[src/rtl/core/bpk_pkg.sv]
// bpk_pkg: field widths and function codes for the MSB-first bit packer.
// No dependencies; compiled first.
package bpk_pkg;

  localparam int FUNC_W  = 2;
  localparam int VALUE_W = 32;
  localparam int COUNT_W = 6;
  localparam int BYTE_W  = 8;

  typedef logic [FUNC_W-1:0]  func_t;
  typedef logic [VALUE_W-1:0] value_t;
  typedef logic [COUNT_W-1:0] count_t;
  typedef logic [BYTE_W-1:0]  byte_t;

  localparam func_t FUNC_VALUE = 2'd0;
  localparam func_t FUNC_ONES  = 2'd1;
  localparam func_t FUNC_ZEROS = 2'd2;
  localparam func_t FUNC_ALIGN = 2'd3;

endpackage

[src/rtl/core/bpk_stream_if.sv]
// Valid/ready channel interfaces for the bit packer: items in, bytes out.
// Depends on bpk_pkg.
interface bpk_item_if;
  import bpk_pkg::*;
  logic   valid;
  logic   ready;
  func_t  func;
  value_t field_value;
  count_t bit_count;

  modport source (output valid, func, field_value, bit_count, input ready);
  modport sink   (input valid, func, field_value, bit_count, output ready);
endinterface

interface bpk_byte_if;
  import bpk_pkg::*;
  logic  valid;
  logic  ready;
  byte_t out_byte;
  logic  last_byte;

  modport source (output valid, out_byte, last_byte, input ready);
  modport sink   (input valid, out_byte, last_byte, output ready);
endinterface

[src/rtl/core/msb_first_bit_packer.sv]
// msb_first_bit_packer: top level of the MSB-first bit packer.
// Depends on bpk_pkg, bpk_stream_if, bpk_front, bpk_queue and bpk_back.
//
//   channel  dir  payload                              transfer when
//   item     in   func, field_value, bit_count         item.valid && item.ready
//   result   out  out_byte, last_byte                  result.valid && result.ready
//
// Steps: the back loads a field, then completes one byte at a time, and
//   keeps a tail shorter than the free space in the partial byte.
// The back's single merge/shift stage does this work; the front is
//   combinational and the two-deep queue lets it take items meanwhile.
// Reset (rst, synchronous): empties the queue, clears partial byte and fill.
// Stalls: a stalled result holds the back in place; the queue then fills
//   and item.ready drops.

module msb_first_bit_packer #(
  parameter int MAX_FIELD_BITS = 32
) (
  input logic         clk,
  input logic         rst,
  bpk_item_if.sink    item,
  bpk_byte_if.source  result
);
  import bpk_pkg::*;

  // width of a saturated count (0..MAX_FIELD_BITS)
  localparam int CW = $clog2(MAX_FIELD_BITS + 1);
  // queue entry: align flag, count, top-aligned field
  localparam int DW = 1 + CW + MAX_FIELD_BITS;

  logic          f_valid;
  logic          f_ready;
  logic [DW-1:0] f_entry;
  logic          b_valid;
  logic          b_ready;
  logic [DW-1:0] b_entry;

  // front: classify, saturate and top-align
  bpk_front #(.W(MAX_FIELD_BITS), .CW(CW)) u_front (
    .item    (item),
    .q_valid (f_valid),
    .q_ready (f_ready),
    .q_entry (f_entry)
  );

  // decoupling queue
  bpk_queue #(.DW(DW)) u_queue (
    .clk      (clk),
    .rst      (rst),
    .wr_valid (f_valid),
    .wr_ready (f_ready),
    .wr_data  (f_entry),
    .rd_valid (b_valid),
    .rd_ready (b_ready),
    .rd_data  (b_entry)
  );

  // back: byte assembly and output register
  bpk_back #(.W(MAX_FIELD_BITS), .CW(CW)) u_back (
    .clk     (clk),
    .rst     (rst),
    .q_valid (b_valid),
    .q_ready (b_ready),
    .q_entry (b_entry),
    .result  (result)
  );

endmodule

[src/rtl/core/bpk_front.sv]
// bpk_front: takes items, saturates the count and builds a top-aligned field.
// Depends on bpk_pkg and bpk_stream_if.
module bpk_front #(
  parameter int W  = 32,
  parameter int CW = 6
) (
  bpk_item_if.sink        item,
  output logic            q_valid,
  input  logic            q_ready,
  output logic [CW+W:0]   q_entry
);
  import bpk_pkg::*;

  logic [6:0]      cnt7;
  logic [CW-1:0]   cnt;
  logic [CW-1:0]   sh;
  logic [W+31:0]   val_wide;
  logic [W-1:0]    val;
  logic [W-1:0]    field;
  logic            is_align;

  always_comb begin
    cnt7 = ({1'b0, item.bit_count} > 7'(W)) ? 7'(W) : {1'b0, item.bit_count};
    cnt  = cnt7[CW-1:0];
    sh   = CW'(W) - cnt;
    val_wide = {{W{1'b0}}, item.field_value};
    case (item.func)
      FUNC_VALUE: val = val_wide[W-1:0];
      FUNC_ONES:  val = {W{1'b1}};
      default:    val = '0;
    endcase
    // bits above the count fall off the top
    field    = val << sh;
    is_align = (item.func == FUNC_ALIGN);
  end

  // zero-length writes and runs make no bytes: drop them here
  assign item.ready = q_ready;
  assign q_valid    = item.valid && (is_align || (cnt != '0));
  assign q_entry    = {is_align, cnt, field};

endmodule

[src/rtl/core/bpk_queue.sv]
// bpk_queue: two-entry FIFO between front and back.
// No package dependencies.
module bpk_queue #(
  parameter int DW = 39
) (
  input  logic          clk,
  input  logic          rst,
  input  logic          wr_valid,
  output logic          wr_ready,
  input  logic [DW-1:0] wr_data,
  output logic          rd_valid,
  input  logic          rd_ready,
  output logic [DW-1:0] rd_data
);
  logic [DW-1:0] slot [2];
  logic          wr_ptr;
  logic          rd_ptr;
  logic [1:0]    used;
  logic          push;
  logic          pop;

  assign wr_ready = (used != 2'd2);
  assign rd_valid = (used != 2'd0);
  assign rd_data  = slot[rd_ptr];
  assign push     = wr_valid && wr_ready;
  assign pop      = rd_valid && rd_ready;

  always_ff @(posedge clk) begin
    if (push) begin
      slot[wr_ptr] <= wr_data;
    end
    if (rst) begin
      wr_ptr <= 1'b0;
      rd_ptr <= 1'b0;
      used   <= 2'd0;
    end else begin
      if (push) wr_ptr <= ~wr_ptr;
      if (pop)  rd_ptr <= ~rd_ptr;
      if (push && !pop)      used <= used + 2'd1;
      else if (pop && !push) used <= used - 2'd1;
    end
  end

endmodule

[src/rtl/core/bpk_back.sv]
// bpk_back: merges queued fields into the partial byte, one byte per cycle while the output is not stalled.
// Depends on bpk_pkg and bpk_stream_if.
module bpk_back #(
  parameter int W  = 32,
  parameter int CW = 6
) (
  input  logic          clk,
  input  logic          rst,
  input  logic          q_valid,
  output logic          q_ready,
  input  logic [CW+W:0] q_entry,
  bpk_byte_if.source    result
);
  import bpk_pkg::*;

  logic          busy;
  logic [W-1:0]  field;
  logic [CW-1:0] rem;
  byte_t         partial;
  logic [2:0]    fill;
  logic          ov;
  byte_t         ob;
  logic          ol;

  logic          e_align;
  logic [CW-1:0] e_cnt;
  logic [W-1:0]  e_field;
  logic [3:0]    k;
  logic [7:0]    remx;
  logic [7:0]    rem_after;
  logic          need;
  logic          slot_free;
  logic          emit;
  logic          emit_last;
  byte_t         merged;

  always_comb begin
    {e_align, e_cnt, e_field} = q_entry;
    k         = 4'd8 - {1'b0, fill};
    remx      = {{(8-CW){1'b0}}, rem};
    rem_after = remx - {4'b0, k};
    need      = busy && (remx >= {4'b0, k});
    slot_free = !ov || result.ready;
    emit      = need && slot_free;
    emit_last = (rem_after < 8'd8);
    merged    = partial | byte_t'(field[W-1 -: 8] >> fill);
  end

  assign q_ready          = !busy;
  assign result.valid     = ov;
  assign result.out_byte  = ob;
  assign result.last_byte = ol;

  always_ff @(posedge clk) begin
    if (emit) begin
      ob <= merged;
      ol <= emit_last;
    end
    if (!busy && q_valid) begin
      field <= e_align ? '0 : e_field;
      rem   <= e_align ? ((fill == 3'd0) ? '0 : CW'(k)) : e_cnt;
    end else if (emit) begin
      field <= field << k;
      rem   <= rem_after[CW-1:0];
    end
    if (rst) begin
      busy    <= 1'b0;
      partial <= '0;
      fill    <= '0;
      ov      <= 1'b0;
    end else begin
      if (emit) ov <= 1'b1;
      else if (result.ready) ov <= 1'b0;
      if (!busy && q_valid) begin
        busy <= 1'b1;
      end else if (busy) begin
        if (need) begin
          if (slot_free) begin
            partial <= '0;
            fill    <= '0;
            busy    <= (rem_after != 8'd0);
          end
        end else begin
          // tail shorter than the free space: keep it in the partial byte
          partial <= merged;
          fill    <= fill + rem[2:0];
          busy    <= 1'b0;
        end
      end
    end
  end

  a_more_follows: assert property (@(posedge clk) disable iff (rst)
    emit && !emit_last |=> busy)
    else $error("back went idle with bytes of the item still owed");

  a_fill_cleared: assert property (@(posedge clk) disable iff (rst)
    emit |=> fill == 3'd0)
    else $error("fill not cleared after a completed byte");

  a_rem_bound: assert property (@(posedge clk) disable iff (rst)
    busy |-> remx <= 8'(W))
    else $error("remaining bit count beyond the field limit");

  a_no_overrun: assert property (@(posedge clk) disable iff (rst)
    ov && !result.ready |=> ov && $stable(ob))
    else $error("output register overwritten while stalled");

endmodule
[src/flat_wrapper.sv]
// flat-port wrapper written by rule: the top's interface ports become plain ports
module msb_first_bit_packer_flat import bpk_pkg::*;
#(
  parameter int MAX_FIELD_BITS = 32
)
  (clk, rst, item_valid, item_func, item_field_value, item_bit_count, item_ready, result_valid, result_out_byte, result_last_byte, result_ready);
  bpk_item_if item_i ();
  bpk_byte_if result_i ();
  input logic clk;
  input logic rst;
  input wire logic [$bits(item_i.valid)-1:0] item_valid;
  input wire logic [$bits(item_i.func)-1:0] item_func;
  input wire logic [$bits(item_i.field_value)-1:0] item_field_value;
  input wire logic [$bits(item_i.bit_count)-1:0] item_bit_count;
  output wire logic [$bits(item_i.ready)-1:0] item_ready;
  output wire logic [$bits(result_i.valid)-1:0] result_valid;
  output wire logic [$bits(result_i.out_byte)-1:0] result_out_byte;
  output wire logic [$bits(result_i.last_byte)-1:0] result_last_byte;
  input wire logic [$bits(result_i.ready)-1:0] result_ready;
  assign item_i.valid = item_valid;
  assign item_i.func = item_func;
  assign item_i.field_value = item_field_value;
  assign item_i.bit_count = item_bit_count;
  assign item_ready = item_i.ready;
  assign result_valid = result_i.valid;
  assign result_out_byte = result_i.out_byte;
  assign result_last_byte = result_i.last_byte;
  assign result_i.ready = result_ready;
  msb_first_bit_packer #(.MAX_FIELD_BITS(MAX_FIELD_BITS)) u_core (.clk(clk), .rst(rst), .item(item_i), .result(result_i));
endmodule
[config.mk]
export PLATFORM = sky130hd
export DESIGN_NAME = msb_first_bit_packer_flat
export DESIGN_NICKNAME = d
export VERILOG_FILES = /design/src/rtl/core/bpk_pkg.sv /design/src/rtl/core/bpk_stream_if.sv /design/src/rtl/core/msb_first_bit_packer.sv /design/src/rtl/core/bpk_front.sv /design/src/rtl/core/bpk_queue.sv /design/src/rtl/core/bpk_back.sv /design/src/flat_wrapper.sv
export SDC_FILE = /design/constraint.sdc
export NUM_CORES = 1
export LEC_CHECK = 0
export ABC_AREA = 1
export BUFFER_PORTS_ARGS = -buffer_cell sky130_fd_sc_hd__buf_2
export CELL_PAD_IN_SITES_DETAIL_PLACEMENT = 1
export CELL_PAD_IN_SITES_GLOBAL_PLACEMENT = 1
export CORE_ASPECT_RATIO = 1.5
export CORE_MARGIN = 5
export CORE_UTILIZATION = 25
export CTS_CLUSTER_DIAMETER = 100
export CTS_CLUSTER_SIZE = 20
export DETAILED_ROUTE_END_ITERATION = 8
export PLACE_DENSITY = 0.58
export SYNTH_ARGS = -nofsm -noshare
export SYNTH_HDL_FRONTEND = slang
export SYNTH_SLANG_ARGS = --single-unit
[constraint.sdc]
create_clock -name clk -period 5 [get_ports clk]
set_input_delay 1.5 -clock clk [delete_from_list [all_inputs] [get_ports clk]]
set_output_delay 1.5 -clock clk [all_outputs]
set_load 0.03 [all_outputs]
* Yosys cells after proc, flatten, opt, wreduce, memory -nomap -nowiden
Memory sizes are Yosys's and may differ from the RTL's. A register that Yosys moved wholly into a read port is not among the register bits.
Cells that the tools add are included.
** Operators by class
- $add $sub $neg :: 6
- Order comparisons :: 3
- Eq/ne operators :: 4
- Shift-type cells :: 3
- Muxes and demuxes :: 25
- Bitwise logic cells :: 4
- Reduce and logical (&&, ||, !) cells :: 22
** Operators by type and width (number)
- $mux 32 :: 3
- $pmux 32 s2 :: 1
- $shl 32x4->32 :: 1
- $shl 32x6->32 :: 1
- $mux 6 :: 4
- $mux 8 :: 2
- $mux 1 :: 10
- $lt 8x4->1 const B :: 1
- $or 8x8->8 :: 1
- $reduce_bool 2->1 :: 4
- $reduce_bool 8->1 :: 1
- $shr 8x3->8 :: 1
- $logic_and 1x1->1 :: 7
- $sub 6x4->7 :: 1
- $ge 6x4->1 :: 1
- $gt 6x6->1 const B :: 1
- $mux 3 :: 2
- $reduce_bool 6->1 :: 1
- $sub 6x6->6 const A :: 1
- $logic_not 1->1 :: 4
- $mux 2 :: 2
- $mux 4 :: 1
- $sub 4x3->4 const A :: 1
- $add 3x3->3 :: 1
- 11 further kinds :: 14
** Storage, ports and cells
- Bits in registers :: 64
- Bits in writable memories :: 78
- Input bits :: 44
- Output and inout port bits :: 11
- Word-level logic and storage cells :: 79
- Memories :: 1
** Memory list
- u_core.u_queue.slot :: depth 2, width 39, rd ports 1, clocked after Yosys merged registers in 1, wr ports 1, line bpk_queue.sv:15 : logic [DW-1:0] slot [2];

* Depth between registers and ports, before layout
Gate-level depths: netlist of the first run.
- Word-level depth :: 10
- Mapped depth :: 18
- Gate-level depth less buffers :: 15

* Modules after synthesis
A second synthesis of the first run with hierarchy kept.
** Unflattened totals
- Cell total of the unflattened synthesis :: 1174
- Area total of the unflattened synthesis :: 9449.1 um2
** By module, submodules not included
- bpk_back :: times used 1, cells an instance 552, area an instance 4152.7 um2, sequential area each 1671.6 um2
- bpk_queue :: times used 1, cells an instance 158, area an instance 3099.2 um2, sequential area each 2442.3 um2
- bpk_front :: times used 1, cells an instance 464, area an instance 2197.1 um2, sequential area each 0.0 um2

* Worst setup path after synthesis of the first run
No wires, ideal clock.
- Path type :: in2reg
- Start point :: input port item_bit_count[5]
- End point :: memory u_core.u_queue.slot[1][0], enable pin
- Library setup time :: 0.437 ns
- Data arrival time :: 4.120 ns
- Required time :: 4.563 ns
- Path slack :: 0.443 ns
- Stages :: 8
- Path buffers :: 2
- Cell sequence :: inv_2 > nand2_2 > buf_6 > buf_2 > ha_1 > nand3_2 > o211ai_1 > nor2_1
** On the way
- Longest elaborated chain between the ends :: 8
** RTL lines
- start, declared :: line flat_wrapper.sv:14 : input wire logic [$bits(item_i.bit_count)-1:0] item_bit_count;
- $gt 6x6->1 :: line bpk_front.sv:23 : cnt7 = ({1'b0, item.bit_count} > 7'(W)) ? 7'(W) : {1'b0, item.bit_count};
- $mux 6 (*) :: line bpk_front.sv:23
- $reduce_bool 6->1 (*) :: line bpk_front.sv:39 : assign q_valid = item.valid && (is_align || (cnt != '0));
- $logic_or 1x1->1 (*) :: line bpk_front.sv:39
- $logic_and 1x1->1 (*) :: line bpk_front.sv:39
- $logic_and 1x1->1 (*) :: line bpk_queue.sv:25 : assign push = wr_valid && wr_ready;
- $mux 1 (*) :: line bpk_queue.sv:29 : if (push) begin
- $mux 1 (implied by the code) (*) :: line bpk_queue.sv:30 : slot[wr_ptr] <= wr_data;
- end, declared :: line bpk_queue.sv:15
Mark *: on every way between the ends. The rest lies on a longest branch, timed or not.

* Worst setup path in the final report of the first run
- Start point :: register u_core.u_back.fill[1]
- End point :: register u_core.u_back.field[30], enable pin
** On the way
- Longest elaborated chain between the ends :: 5
** RTL lines
- start, declared :: line bpk_back.sv:20 : logic [2:0] fill;
- start signal, assigned :: line bpk_back.sv:86 : fill <= fill + rem[2:0];
- $sub 4x3->4 :: line bpk_back.sv:39 : k = 4'd8 - {1'b0, fill};
- $ge 6x4->1 :: line bpk_back.sv:42 : need = busy && (remx >= {4'b0, k});
- $logic_and 1x1->1 :: line bpk_back.sv:42
- $logic_and 1x1->1 :: line bpk_back.sv:44 : emit = need && slot_free;
- $reduce_bool 2->1 (no line)
- end signal, assigned :: line bpk_back.sv:60 : field <= e_align ? '0 : e_field;
- end signal, assigned :: line bpk_back.sv:63 : field <= field << k;
- end, declared :: line bpk_back.sv:17 : logic [W-1:0] field;
No other way between the ends.
A chain may end at the register's enable or synchronous reset.

==> results by group, run 1 <==
Run status
  • Status: complete, no violations

Logic synthesis
  • Register area share after synthesis: around 45%
  • Avg Cell Area, Syn: ~7.6 um^2
  • Async SR Flop Fraction: 0%
  • Synth Net Count: ~1200
  • Synth Area in XOR/XNOR: 1.077%
  • Synth Area in Compound Gates: 12.48%
  • Fraction of the mapped netlist area in adder cells: under 10%
  • Yosys reg bits: approximately 140
  • Synth top area share: approximately two fifths
  • Post-synth top area cell: edfxtp_1
  • Synthesized area: ~9100 um^2
  • Largest family of logic cells by synthesized area: simple AND/OR/NAND/NOR gates
  • Simple-Gate Fraction of Synth Area: between 30% and 40%
  • Synth cell types: 50
  • Mux contribution to synthesized area: less than 1%
  • Post-Synthesis Cells: between 1000 and 1500
  • Number of synthesized flops with an enable pin: 125
  • Yosys Warn Count: 0
  • Ys flop type: edfxtp_1
  • Main area contributors after synthesis: edfxtp_1 (41%), nand2_1 (16%), nand3_1 (8.7%)

STA
  • Min Tclk post-route: around 3700 ps
  • RSZ-0062 raised after global routing: false
  • Final Max Slew Viols: 0
  • Setup_tns: 0 ps
  • Fin Hold WS: about 470 ps
  • Max Clock Freq: 271.0 MHz
  • Final Hold Fails: 0
  • Worst Tran Pin Value: 831.1 ps
  • Final Cycle Share: about 74%
  • Final worst setup slack: about 1300 ps
  • Max-slew headroom: ~45%
  • Final setup skew: between 10 and 15 ps
  • Final setup viols: 0

Global routing
  • Number of global-route vias before repair: around 8700
  • Initial antenna violation count: 0
  • Global-route wire length before repair: approximately 47 mm
  • GR Overflow Total: 0
  • Largest net degree at the start of global routing: 40
  • Gr usage total: between 10% and 20%

Critical path
  • CP endpoint kind: flop
  • Crit path DAT: between 3000 and 4000 ps
  • Worst Path Max Fanout: 37
  • Critical Path RT: slightly above 5000 ps
  • CP Launch Type: flop
  • CP Class: flop to flop

Drt
  • Residual DRC: 0
  • DR pass1 iterations: 5
  • WL final: roughly 29 mm
  • WL per Instance: approximately 17 um
  • DRT iter0 DRCs: 266
  • Vias/cell: between 4 and 5
  • Post-route ant nets: 0
  • Routed vias: approximately 8100

Power
  • P_int: about 3.6 mW
  • Flop pwr share: between 30% and 40%
  • Comb pwr share: about 49%
  • Clock Power Share: just under 20%
  • Power per cell area: about 620 nW/um^2
  • Switching Share: around 45%
  • Pleak: roughly 4.3 nW
  • NetSw: just under 3 mW
  • VDD IR max: approximately 0.00032 V

Finish
  • Nets: 1268
  • Area grow syn2layout: 14.49%
  • Ant diodes: 0
  • Design Area, Final: a little over 10000 um^2
  • Layout cell share with drive strength beyond 1: approximately an eighth

Worst hold path
  • Worst hold path class: flop to flop

Die
  • # rows: between 80 and 90
  • Die height: 243.2 um
  • Starting density of the core: between 20% and 30%
  • I/O pin count: 55
  • Die area: 40230 um^2
  • Core area: about 36000 um^2
  • Die W: 165.4 um

Placed design
  • Detailed placement HPWL: between 20 and 25 mm
  • Port Buffer Count: 54
  • Pre-CTS setup slack: between 1000 and 1500 ps
  • Final RePlAce weighted congestion: 0.8117
  • Post-Place Cell Area: between 9000 and 10000 um^2

Clock network
  • Clock sink count: about 140
  • Clock root buffer: clkbuf_16
  • CTS Hold Bufs: 0
  • Setup bufs post-CTS: 0
  • CTS HTree Levels: 4
  • CTS tree: done
  • Clk_lat worst skew: around 440 ps
  • Inserted Clock Buffers: 17
  • Clock tree buffer depth: 2
  • Clock slew at reported path FFs: ~70 ps
  • Post-cts sizing count: 0

Run
  • Max Cap Violations: 0
==> final cells by class <==
type                       instances  area (um^2)
tap                              478        598.1
sequential                       143         4114
timing repair buffer              73        412.9
clock buffer                      21        491.7
multi-input combinational        912         4403
inverter                          67        254.0
clock inverter                    11        98.84
fill                            4344        25470
==> cell usage after synthesis, types with 5 or more instances <==
library cell / count
nand2_1: 381
nand3_1: 157
nor2_1: 127
edfxtp_1: 125
o21ai_0: 99
inv_1: 54
clkbuf_1: 38
buf_2: 24
a21oi_1: 20
dfxtp_1: 18
o211ai_1: 18
o311ai_0: 13
or2_2: 10
inv_2: 9
ha_1: 8
o32ai_1: 8
mux2i_1: 6
o21ai_1: 5
o221ai_1: 5
==> logic make-up after synthesis <==
family                   Yosys count
AO/OA/AOI/OAI                    187
XOR/XNOR                           6
adder cells (fa/ha/maj)           10
buffers and inverters            136
flip-flops                       143
multiplexers                       6
AND/OR/NAND/NOR                  703
==> power groups by stage <==
stage	logic [mW]	registers, mW	clock network [mW]
detailed placement	3.19	2.09	0
floorplan	2.15	2.11	0
global route	3.52	2.10	1.36
global placement	3.15	2.08	0
finish	3.14	2.06	1.27
CTS	3.21	2.07	1.31
==> critical path, cell delays in order, from the launching register on <==
cell and delay, ps:
dfxtp_1 510, inv_1 280, ha_1 260, ha_1 320, inv_2 420, nand2_1 190
nand3_1 160, nand3_1 150, nand3_1 130, inv_1 60, nand2_1 80, nand2_1 70
nand2_1 70, buf_4 450, o21a_1 230
==> path summary, 6_finish.rpt <==
check / end / from / slack (ps) / cells after the start
max: u_core.u_back.field[30]$_DFFE_PP_ / u_core.u_back.fill[1]$_SDFFE_PP0P_ / 1310 / 14
min reg2reg: u_core.u_queue.rd_ptr$_SDFFE_PP0P_ / u_core.u_queue.rd_ptr$_SDFFE_PP0P_ / 470 / 1
max reg2reg: u_core.u_back.field[30]$_DFFE_PP_ / u_core.u_back.fill[1]$_SDFFE_PP0P_ / 1310 / 14
min: u_core.u_queue.rd_ptr$_SDFFE_PP0P_ / u_core.u_queue.rd_ptr$_SDFFE_PP0P_ / 470 / 1
==> layer usage <==
layer	GRT usage (%)	wire length [um]
met5	0	0
met4	4.856	591
met3	2.054	541
met2	27.59	15860
met1	16.31	11580
==> layout by cell type, fill, tap and decap left out, drive strengths merged <==
master | synthesis | layout
o311ai | 17 | 17
nor2 | 129 | 129
nor3 | 4 | 4
inv | 64 | 70
or2 | 14 | 14
xnor2 | 3 | 3
xor2 | 3 | 3
o2111ai | 1 | 1
clkinv | 3 | 6
edfxtp | 125 | 125
o221ai | 5 | 5
o21ai | 105 | 105
fa | 2 | 2
clkinvlp | 0 | 1
o32ai | 8 | 8
clkbuf | 38 | 21
a21boi | 3 | 3
nand2 | 385 | 385
nand4 | 2 | 2
nand3b | 5 | 5
ha | 8 | 8
bufinv | 0 | 1
mux2i | 6 | 6
o22ai | 1 | 1
o21bai | 2 | 2
a22oi | 1 | 1
a21oi | 22 | 22
a31oi | 3 | 3
nand3 | 160 | 160
buf | 31 | 73
o211ai | 18 | 18
dfxtp | 18 | 18
o21a | 1 | 1
and2 | 4 | 4
==> per-stage QoR <==
step                power [mW]  std cells  utilization (%)
floorplan                4.260       1191                -
global placement         5.232       1673            27.29
CTS                      6.579       1705            28.94
finish                   6.471       1705            28.94
global route             6.985       1705            28.94
detailed placement       5.278       1673            27.29
==> state kept, by name (all words and copies together), names as in the netlist, named ones only <==
name / count
u_core.u_back.busy: 1
u_core.u_back.field: 32
u_core.u_back.fill: 3
u_core.u_back.partial: 8
u_core.u_back.rem: 6
u_core.u_back.result.last_byte: 1
u_core.u_back.result.out_byte: 8
u_core.u_back.result.valid: 1
u_core.u_queue.rd_ptr: 1
u_core.u_queue.slot: 78
u_core.u_queue.used: 2
u_core.u_queue.wr_ptr: 1
No activity file was read; power rests on OpenSTA's default activity.
==> run 2, diff against run 1 <==
Settings changed: PLACE_DENSITY 0.58 to 0.6.
Clock period 5 ns to 3.1 ns, I/O delays scaled along.
==> results by group, run 2 (synthesized netlist as in run 1, its figures left out) <==
Power
  • Clock Power Share: 19.0% (-0.6 points)
  • P_int: 5.973 mW (+67%)
  • Comb pwr share: 49.9% (+1.4 points)
  • Switching Share: 44.23% (-0.59 points)
  • Pwr Total: 10.71 mW (+65%)
  • Power per cell area: 1006 nW/um^2 (+61%)
  • VDD IR max: 0.0005204 V (+65%)
  • Pleak: 4.401 nW (+3.0%)
  • NetSw: 4.737 mW (+63%)
  • Flop pwr share: 31.2% (-0.7 points)

STA
  • Max-slew headroom: 58.15% (+14 points)
  • Final setup viols: 0 (unchanged)
  • RSZ-0062 raised after global routing: false
  • Worst Tran Pin Value: 627.1 ps (-204.0 ps)
  • Final Cycle Share: 91.95% (+18 points)
  • Final Hold Fails: 0 (unchanged)
  • Fin Hold WS: 453.1 ps (-18.72 ps)
  • Min Tclk post-route: 2850 ps (-840.0 ps)
  • Final Max Slew Viols: 0 (unchanged)
  • Setup_tns: 0 ps (unchanged)
  • Final setup skew: 14.39 ps (+3.277 ps)
  • Max Clock Freq: 350.8 MHz (+29%)

Critical path
  • Critical Path RT: 3250 ps (-1910 ps)
  • CP Launch Type: flop
  • Crit. Startpoint: u_core.u_back.fill[1]$_SDFFE_PP0P_
  • Critical Path Max Stage Delay: 510 ps (about the same)
  • Crit path DAT: 3000 ps (-850 ps)
  • Worst Path Max Fanout: 24 (-35%)
  • CP endpoint kind: flop
  • CP Class: flop to flop
  • Worst reg2reg startpoint: u_core.u_back.fill[1]$_SDFFE_PP0P_
  • Worst path cell trace: inv_1 > ha_1 > ha_1 > inv_2 > nand2_1 > nand3_1 > nand3_1 > nand3_1 > inv_1 > nand2_1 > nand2_1 > nand2_8 > buf_4
  • Critical-path top delay cell: dfxtp_1

Run
  • Max Cap Violations: 0 (unchanged)

Die
  • Die height: 243.2 um (unchanged)
  • Die area: 40230 um^2 (unchanged)
  • # rows: 85 (unchanged)
  • Die W: 165.4 um (unchanged)
  • Core area: 35840 um^2 (unchanged)
  • I/O pin count: 55 (unchanged)
  • Starting density of the core: 25.28% (unchanged)

Drt
  • Routed vias: 8266 (+2.4%)
  • DR pass1 iterations: 4 (-1)
  • Vias/cell: 4.786 (+1.1%)
  • Post-route ant nets: 0 (unchanged)
  • DRT iter0 DRCs: 327 (+23%)
  • WL final: 28.78 mm (+0.76%)
  • Residual DRC: 0 (unchanged)
  • WL per Instance: 16.66 um (-0.53%)

Placed design
  • Port Buffer Count: 54 (unchanged)
  • Post-Place Cell Area: 10060 um^2 (+2.9%)
  • Detailed placement HPWL: 22.85 mm (+1.6%)
  • Final RePlAce weighted congestion: 0.8551 (+5.3%)

Clock network
  • Clock sink count: 143 (unchanged)
  • Inserted Clock Buffers: 17 (unchanged)
  • Setup bufs post-CTS: 0 (unchanged)
  • Clk_lat worst skew: 440 ps (about the same)
  • Clock root buffer: clkbuf_16
  • CTS HTree Levels: 4 (unchanged)
  • Clock slew at reported path FFs: 60 ps (about the same)
  • CTS tree: done
  • Clock tree buffer depth: 2 (unchanged)

Run status
  • Status: complete, no violations

Finish
  • Area grow syn2layout: 17.50%
  • Commonest non-fill, non-tap cell in the layout: nand2_1
  • Design Area, Final: 10650 um^2 (+2.6%)
  • Top reg by flops: u_core.u_queue.slot
  • Ant diodes: 0 (unchanged)
  • Max reg flops: 78 (unchanged)
  • Top flop regs: u_core.u_queue.slot: 78 flops, u_core.u_back.field: 32 flops
  • Nets: 1290 (+1.7%)
  • Layout cell share with drive strength beyond 1: 12.89% (+1.2 points)
  • Final core occ: 29.70% (+0.76 points)
  • Commonest non-fill, non-tap cells in the layout: nand2_1 (380), nand3_1 (156), nor2_1 (125), edfxtp_1 (125), o21ai_0 (99)

Global routing
  • Global-route wire length before repair: 46.55 mm (-0.10%)
  • Initial antenna violation count: 0 (unchanged)
  • Number of global-route vias before repair: 8787 (+1.6%)
  • GR Overflow Total: 0 (unchanged)
  • Gr usage total: 14.58% (+0.034 points)
  • Largest net degree at the start of global routing: 41 (+2.5%)

Worst hold path
  • Worst hold path class: flop to flop
  • Hold Startpoint: u_core.u_queue.rd_ptr$_SDFFE_PP0P_
run 2: changes by cell type in the layout (fill, tap and decap cells not counted), sizes merged:
cell    before  now
inv         70   65
buf         73   95
clkinv       6   12
clkbuf      21   18
bufinv       1    3
run 2: critical path: cells and delay by family (launching register included):
family,cells,cell delay [ps]
flip-flops,1,510
buffers and inverters,4,470
AND/OR/NAND/NOR,7,1010
adder cells (fa/ha/maj),2,560
run 2: timing repair:
item	4_1_cts	5_1_grt
gates resized for setup	0	1
endpoints found under the setup margin	0	5
hold buffers	0	0
run 2: power by group through the flow:
stage	clock network, mW	logic, mW	registers, mW
3_5_place_dp	0	5.41	3.38
5_1_grt	2.16	5.97	3.39
2_1_floorplan	0	3.50	3.39
4_1_cts	2.07	5.44	3.34
6_report	2.03	5.34	3.34
3_3_place_gp	0	5.34	3.36
run 2: through the flow:
stage,setup WS (ps),cells
2_1_floorplan,-251.8,1191
3_3_place_gp,37.78,1695
3_5_place_dp,28.02,1695
4_1_cts,166.9,1727
5_1_grt,5.847,1727
6_report,249.6,1727
run 2: final timing paths:
path / slack (ps) / to / cells past startpoint
min: 450 / u_core.u_queue.rd_ptr$_SDFFE_PP0P_ / 1
max: 250 / u_core.u_back.rem[4]$_DFFE_PP_ / 13
max reg2reg: 250 / u_core.u_back.rem[4]$_DFFE_PP_ / 13
min reg2reg: 450 / u_core.u_queue.rd_ptr$_SDFFE_PP0P_ / 1
run 2: area by class of cell:
class	count	area (um^2)
Timing Repair Buffer	95	678.2
Clock buffer	18	429.2
Inverter	67	254.0
Tap cell	478	598.1
Fill cell	4393	25200
Sequential cell	143	4114
Clock inverter	14	147.6
Multi-Input combinational cell	912	4424
run 2: routing by layer:
metal / part of all wire [%] / GRT usage (%) / vias up
met4: 3.2 / 6.167 / 0
li1: - / - / 4143
met3: 1.7 / 1.918 / 43
met5: 0 / 0 / -
met1: 40 / 16.03 / 3976
met2: 55 / 27.47 / 104
